==> src/rtl/dpal_ram.sv <==
module dpal_ram #(
    parameter int WIDTH = 8,
    parameter int DEPTH = 256
) (
    input  logic                     i_clk,
    input  logic                     i_we,
    input  logic [$clog2(DEPTH)-1:0] i_waddr,
    input  logic [WIDTH-1:0]         i_wdata,
    input  logic                     i_re,
    input  logic [$clog2(DEPTH)-1:0] i_raddr,
    output logic [WIDTH-1:0]         o_rdata
);

    logic [WIDTH-1:0] r_mem [DEPTH];
    logic [WIDTH-1:0] r_rdata;

    // read-first: a same-cycle write is not visible on the read port
    always_ff @(posedge i_clk) begin
        if (i_we) begin
            r_mem[i_waddr] <= i_wdata;
        end
        if (i_re) begin
            r_rdata <= r_mem[i_raddr];
        end
    end

    assign o_rdata = r_rdata;

endmodule

==> config.mk <==
export PLATFORM = sky130hd
export DESIGN_NAME = dpal_ram
export DESIGN_NICKNAME = d
export VERILOG_FILES = /design/src/rtl/dpal_ram.sv
export SDC_FILE = /design/constraint.sdc
export NUM_CORES = 2
export LEC_CHECK = 0
export BUFFER_PORTS_ARGS = -buffer_cell sky130_fd_sc_hd__buf_2
export CORE_MARGIN = 3
export CORE_UTILIZATION = 38
export DETAILED_ROUTE_END_ITERATION = 10
export SYNTH_ARGS = -nofsm -noshare
export SYNTH_HDL_FRONTEND = slang
export SYNTH_SLANG_ARGS = --single-unit
==> constraint.sdc <==
create_clock -name i_clk -period 3.95 [get_ports i_clk]
set_clock_uncertainty 0.1 [all_clocks]
set_input_delay 0.395 -clock i_clk [delete_from_list [all_inputs] [get_ports i_clk]]
set_output_delay 0.395 -clock i_clk [all_outputs]
set_load 0.02 [all_outputs]
* Word level (Yosys, flattened, before mapping) *
Memory sizes are Yosys's and may differ from the RTL's. A register that Yosys moved wholly into a read port is not among the register bits.
Cells that the tools add are included.

operators by class
  multiplexer cells = 2

operators with widths
  cell              number
  2-to-1 mux 1 bit  2

storage, ports and cells
  output and inout bits = 8
  memories = 1
  input port bits = 27
  memory bits (writable) = 2048
  bits in registers = 0

memory list
  memory  words  bits a word  rd ports  clocked after Yosys merged registers in  write ports  RTL line  source
  r_mem   256    8            1         1                                        1            14        logic [WIDTH-1:0] r_mem [DEPTH];

* Logic depth before layout (Yosys ltp) *
  depth after elaboration = 2
  depth in mapped cells = 11

* Worst setup path after synthesis *
OpenSTA, ideal clock, no wires.

  kind = input -> register
  start point = input i_raddr[0]
  end point = register r_rdata[2], in the netlist o_rdata[2], read port of r_mem (data pin)
  slack = 1379 ps
  required time = 3581 ps
  arrival time = 2202 ps
  setup time = 269 ps
  buffers on the path = 4
  stages = 9
  cell sequence = buf_6 buf_12 buf_8 buf_2 mux4_2 a22oi_1 a21oi_1 nor4_1 nor4_2

RTL lines
  what         RTL line  source
  from (decl)  10        input logic [$clog2(DEPTH)-1:0] i_raddr,
  to (decl)    15        logic [WIDTH-1:0] r_rdata;

==> results.sh <==
export IMPL_status="finished, violations left"
export IMPL_violations="negative hold slack"
export IMPL_synth_async_reset_ratio_pct=0
export IMPL_met3_length_um=15000
export IMPL_synth_nets=3760
export IMPL_hold_violations=1
export IMPL_track_usage_pct=18.6
export IMPL_syn_area_per_cell_um2=21.3
export IMPL_yosysMostFrequentCell="edfxtp_1"
export IMPL_pwr_share_comb_pct=5.0
export IMPL_power_frac_clock_pct=41.6
export IMPL_holdPathEnd="r_mem[68][2]$_DFFE_PP_"
export IMPL_seq_power_share_pct=53.3
export IMPL_dpl_cell_area_um2=84600
export IMPL_reg2reg_slack_ns=0.61
export IMPL_p_switching_mw=9.68
export IMPL_synthDominantAreaCellType="edfxtp_1"
export IMPL_maxCapViolations=0
export IMPL_r2r_start="r_mem[101][4]$_DFFE_PP_"
export IMPL_ys_ff_latch=2056
export IMPL_vdd_drop_max_v=0.000469
export IMPL_period_minus_slack_ns=3.44
export IMPL_gp_congestion=0.820
export IMPL_slew_headroom_pct=26.2
export IMPL_synth_warnings=0
export IMPL_swShare_pct=21.4
export IMPL_maxSlewViolCount=0
export IMPL_whs_ns=-0.0138
export IMPL_h_tree_depth=4
export IMPL_syn_cell_area_um2=79600
export IMPL_wl_met2_um=97800
export IMPL_place_hpwl_um=126000
export IMPL_synth_edf_count=2056
export IMPL_overflow=0
export IMPL_fp_dieH_um=464
export IMPL_drc_errors=0
export IMPL_portBuffers=34
export IMPL_synth_ff_type="edfxtp_1"
export IMPL_finalPower_mw=45.2
export IMPL_r2r_end="o_rdata[4]$_DFFE_PP_"
export IMPL_core_um2=208000
export IMPL_crit_path_start_kind="input port"
export IMPL_synth_common_cells="edfxtp_1 (2056), mux4_2 (454), nor2_1 (282)"
export IMPL_drive_gt1_share_pct=25.5
export IMPL_wire_per_inst_um=29.1
export IMPL_ios=35
export IMPL_die_w_um=464
export IMPL_clk_latency_ns=0.84
export IMPL_cts_resized=0
export IMPL_required_ns=4.41
export IMPL_top_layer="met4"
export IMPL_fp_dieArea_um2=215000
export IMPL_tightest_slew_ns=1.11
export IMPL_dr_pass1_iters=6
export IMPL_wl_met1_um=84100
export IMPL_antenna_left=0
export IMPL_drt_total_wl_um=203000
export IMPL_vias_per_cell=5.64
export IMPL_utilization_pct=43.8
export IMPL_grt_pass1_vias=39996
export IMPL_p_int_mw=35.5
export IMPL_synthTopCellsByArea="edfxtp_1 (78%), mux4_2 (13%), mux2i_1 (1.7%), nor2_1 (1.3%), a22oi_1 (1.3%)"
export IMPL_path_max_fanout=44
export IMPL_cts_buffer_depth=3
export IMPL_crit_arrival_ns=3.90
export IMPL_yosysSeqAreaShare_pct=77.5
export IMPL_grt_pass1_wl_um=292000
export IMPL_root_buffer="clkbuf_16"
export IMPL_yosysTopAreaCellShare_pct=77.5
export IMPL_max_freq_mhz=291
export IMPL_syn_inst=3733
export IMPL_hp_start="i_wdata[2]"
export IMPL_stdcell_area_um2=91100
export IMPL_numCtsBuffers=202
export IMPL_num_vias=39420
export IMPL_crit_path_end_kind="register"
export IMPL_finalSetupViolCount=0
export IMPL_min_delay_path_class="in -> reg"
export IMPL_critPathKind="in -> reg"
export IMPL_start_util_pct=38.3
export IMPL_antenna_found_initial=11
export IMPL_holdPathStages=1
export IMPL_rows=167
export IMPL_cts_tree="done"
export IMPL_r2r_cells=7
export IMPL_rsz0062_at_grt="no"
export IMPL_powerDensity_nw_per_um2=496
export IMPL_layout_nets=4055
export IMPL_p_leak_nw=28.2
export IMPL_grt_max_degree=142
export IMPL_path_clk_slew_ns=0.06
export IMPL_syn_to_final_growth_pct=14.3
export IMPL_netlist_cell_type_count=54
export IMPL_n_fill_cell=17725
export IMPL_clock_sinks=2056
export IMPL_finalCritPeriodShare_pct=87.1
export IMPL_first_iter_violations=4513
## logic make-up after synthesis
| logic type | count (synthesis) | synth area share (%) |
|---|---|---|
| AO/OA/AOI/OAI | 385 | 3.42 |
| AND/OR/NAND/NOR | 466 | 2.63 |
| multiplexers | 591 | 14.6 |
| buffers and inverters | 235 | 1.83 |
| flip-flops | 2056 | 77.5 |
## cell usage in the layout (no fill, tap or decap), types with 22 or more instances in the layout
cell and count:
edfxtp_1 2056, mux4_2 454, nor2_1 279, buf_4 256, clkbuf_16 205, mux2i_1 134, a22oi_1 133, a21oi_1 96
clkinv_1 54, o221ai_1 46, clkbuf_1 41, nand3_1 34, nand2_1 33, buf_12 33, o22ai_1 28, nor2b_1 28
clkinv_2 28, nor4_1 24, nor3_1 22, buf_2 22
## stage by stage
stage                     setup slack (ns)  cells  setup TNS (ns)
after floorplan                       1.38   3733               0
after global placement              -0.297   6609          -0.728
after detailed placement            -0.338   6609          -0.758
after CTS                            0.535   6980               0
after global routing                 0.552   6986               0
final                                0.509   6990               0
## how the worst max path moves through the flow
stage / startpoint / depth (start not counted) / end
after floorplan: i_raddr[0] / 9 / o_rdata[2]$_DFFE_PP_
after global placement: i_raddr[0] / 9 / o_rdata[4]$_DFFE_PP_
after detailed placement: i_raddr[0] / 9 / o_rdata[4]$_DFFE_PP_
after CTS: i_raddr[0] / 9 / o_rdata[4]$_DFFE_PP_
after global routing: i_raddr[0] / 9 / o_rdata[4]$_DFFE_PP_
final: i_raddr[0] / 9 / o_rdata[4]$_DFFE_PP_
## timing repair
item                                   4_1_cts  5_1_grt
setup endpoints to repair                    0        0
endpoints found under the hold margin        9        6
hold buffers                                 2        1
buffers inserted                             0        0
## cell type report
cell class | count | area, um2 | share of cell area (%)
multi-input combinational | 1442 | 16500 | 18.1
clock buffer | 246 | 5280 | 5.80
tap | 2788 | 3490 | 3.83
timing repair buffer | 324 | 2870 | 3.16
clock inverter | 123 | 1150 | 1.26
antenna | 9 | 22.5 | 0.0247
sequential | 2056 | 61700 | 67.8
inverter | 2 | 7.51 | 0.00825
## critical path, stage by stage
cell      delay, ns
buf_8          0.30
buf_12         0.38
mux4_2         0.54
nor2b_1        0.14
a211oi_1       0.72
nor3_1         0.12
nor4_1         0.89
buf_4          0.25
nor4_1         0.05
## per-layer routing
| layer | track usage [%] | vias to the layer above |
|---|---|---|
| li1 | - | 16327 |
| met1 | 26.0 | 21213 |
| met2 | 29.7 | 1562 |
| met3 | 3.55 | 318 |
| met4 | 5.77 | 0 |
| met5 | 0 | - |
## registers in the layout, summed over array words and instances, names as in the netlist
name and cells:
r_mem 2048, o_rdata 8
## power by group through the flow
stage / registers, mW / clock network (mW) / logic, mW
floorplan: 24.6 / 0 / 1.17
CTS: 24.1 / 19.1 / 2.28
global placement: 24.6 / 0 / 2.25
detailed placement: 24.6 / 0 / 2.27
global route: 24.1 / 20.0 / 2.39
finish: 24.1 / 18.8 / 2.26
Note: power is estimated with default switching activity, not from simulation.
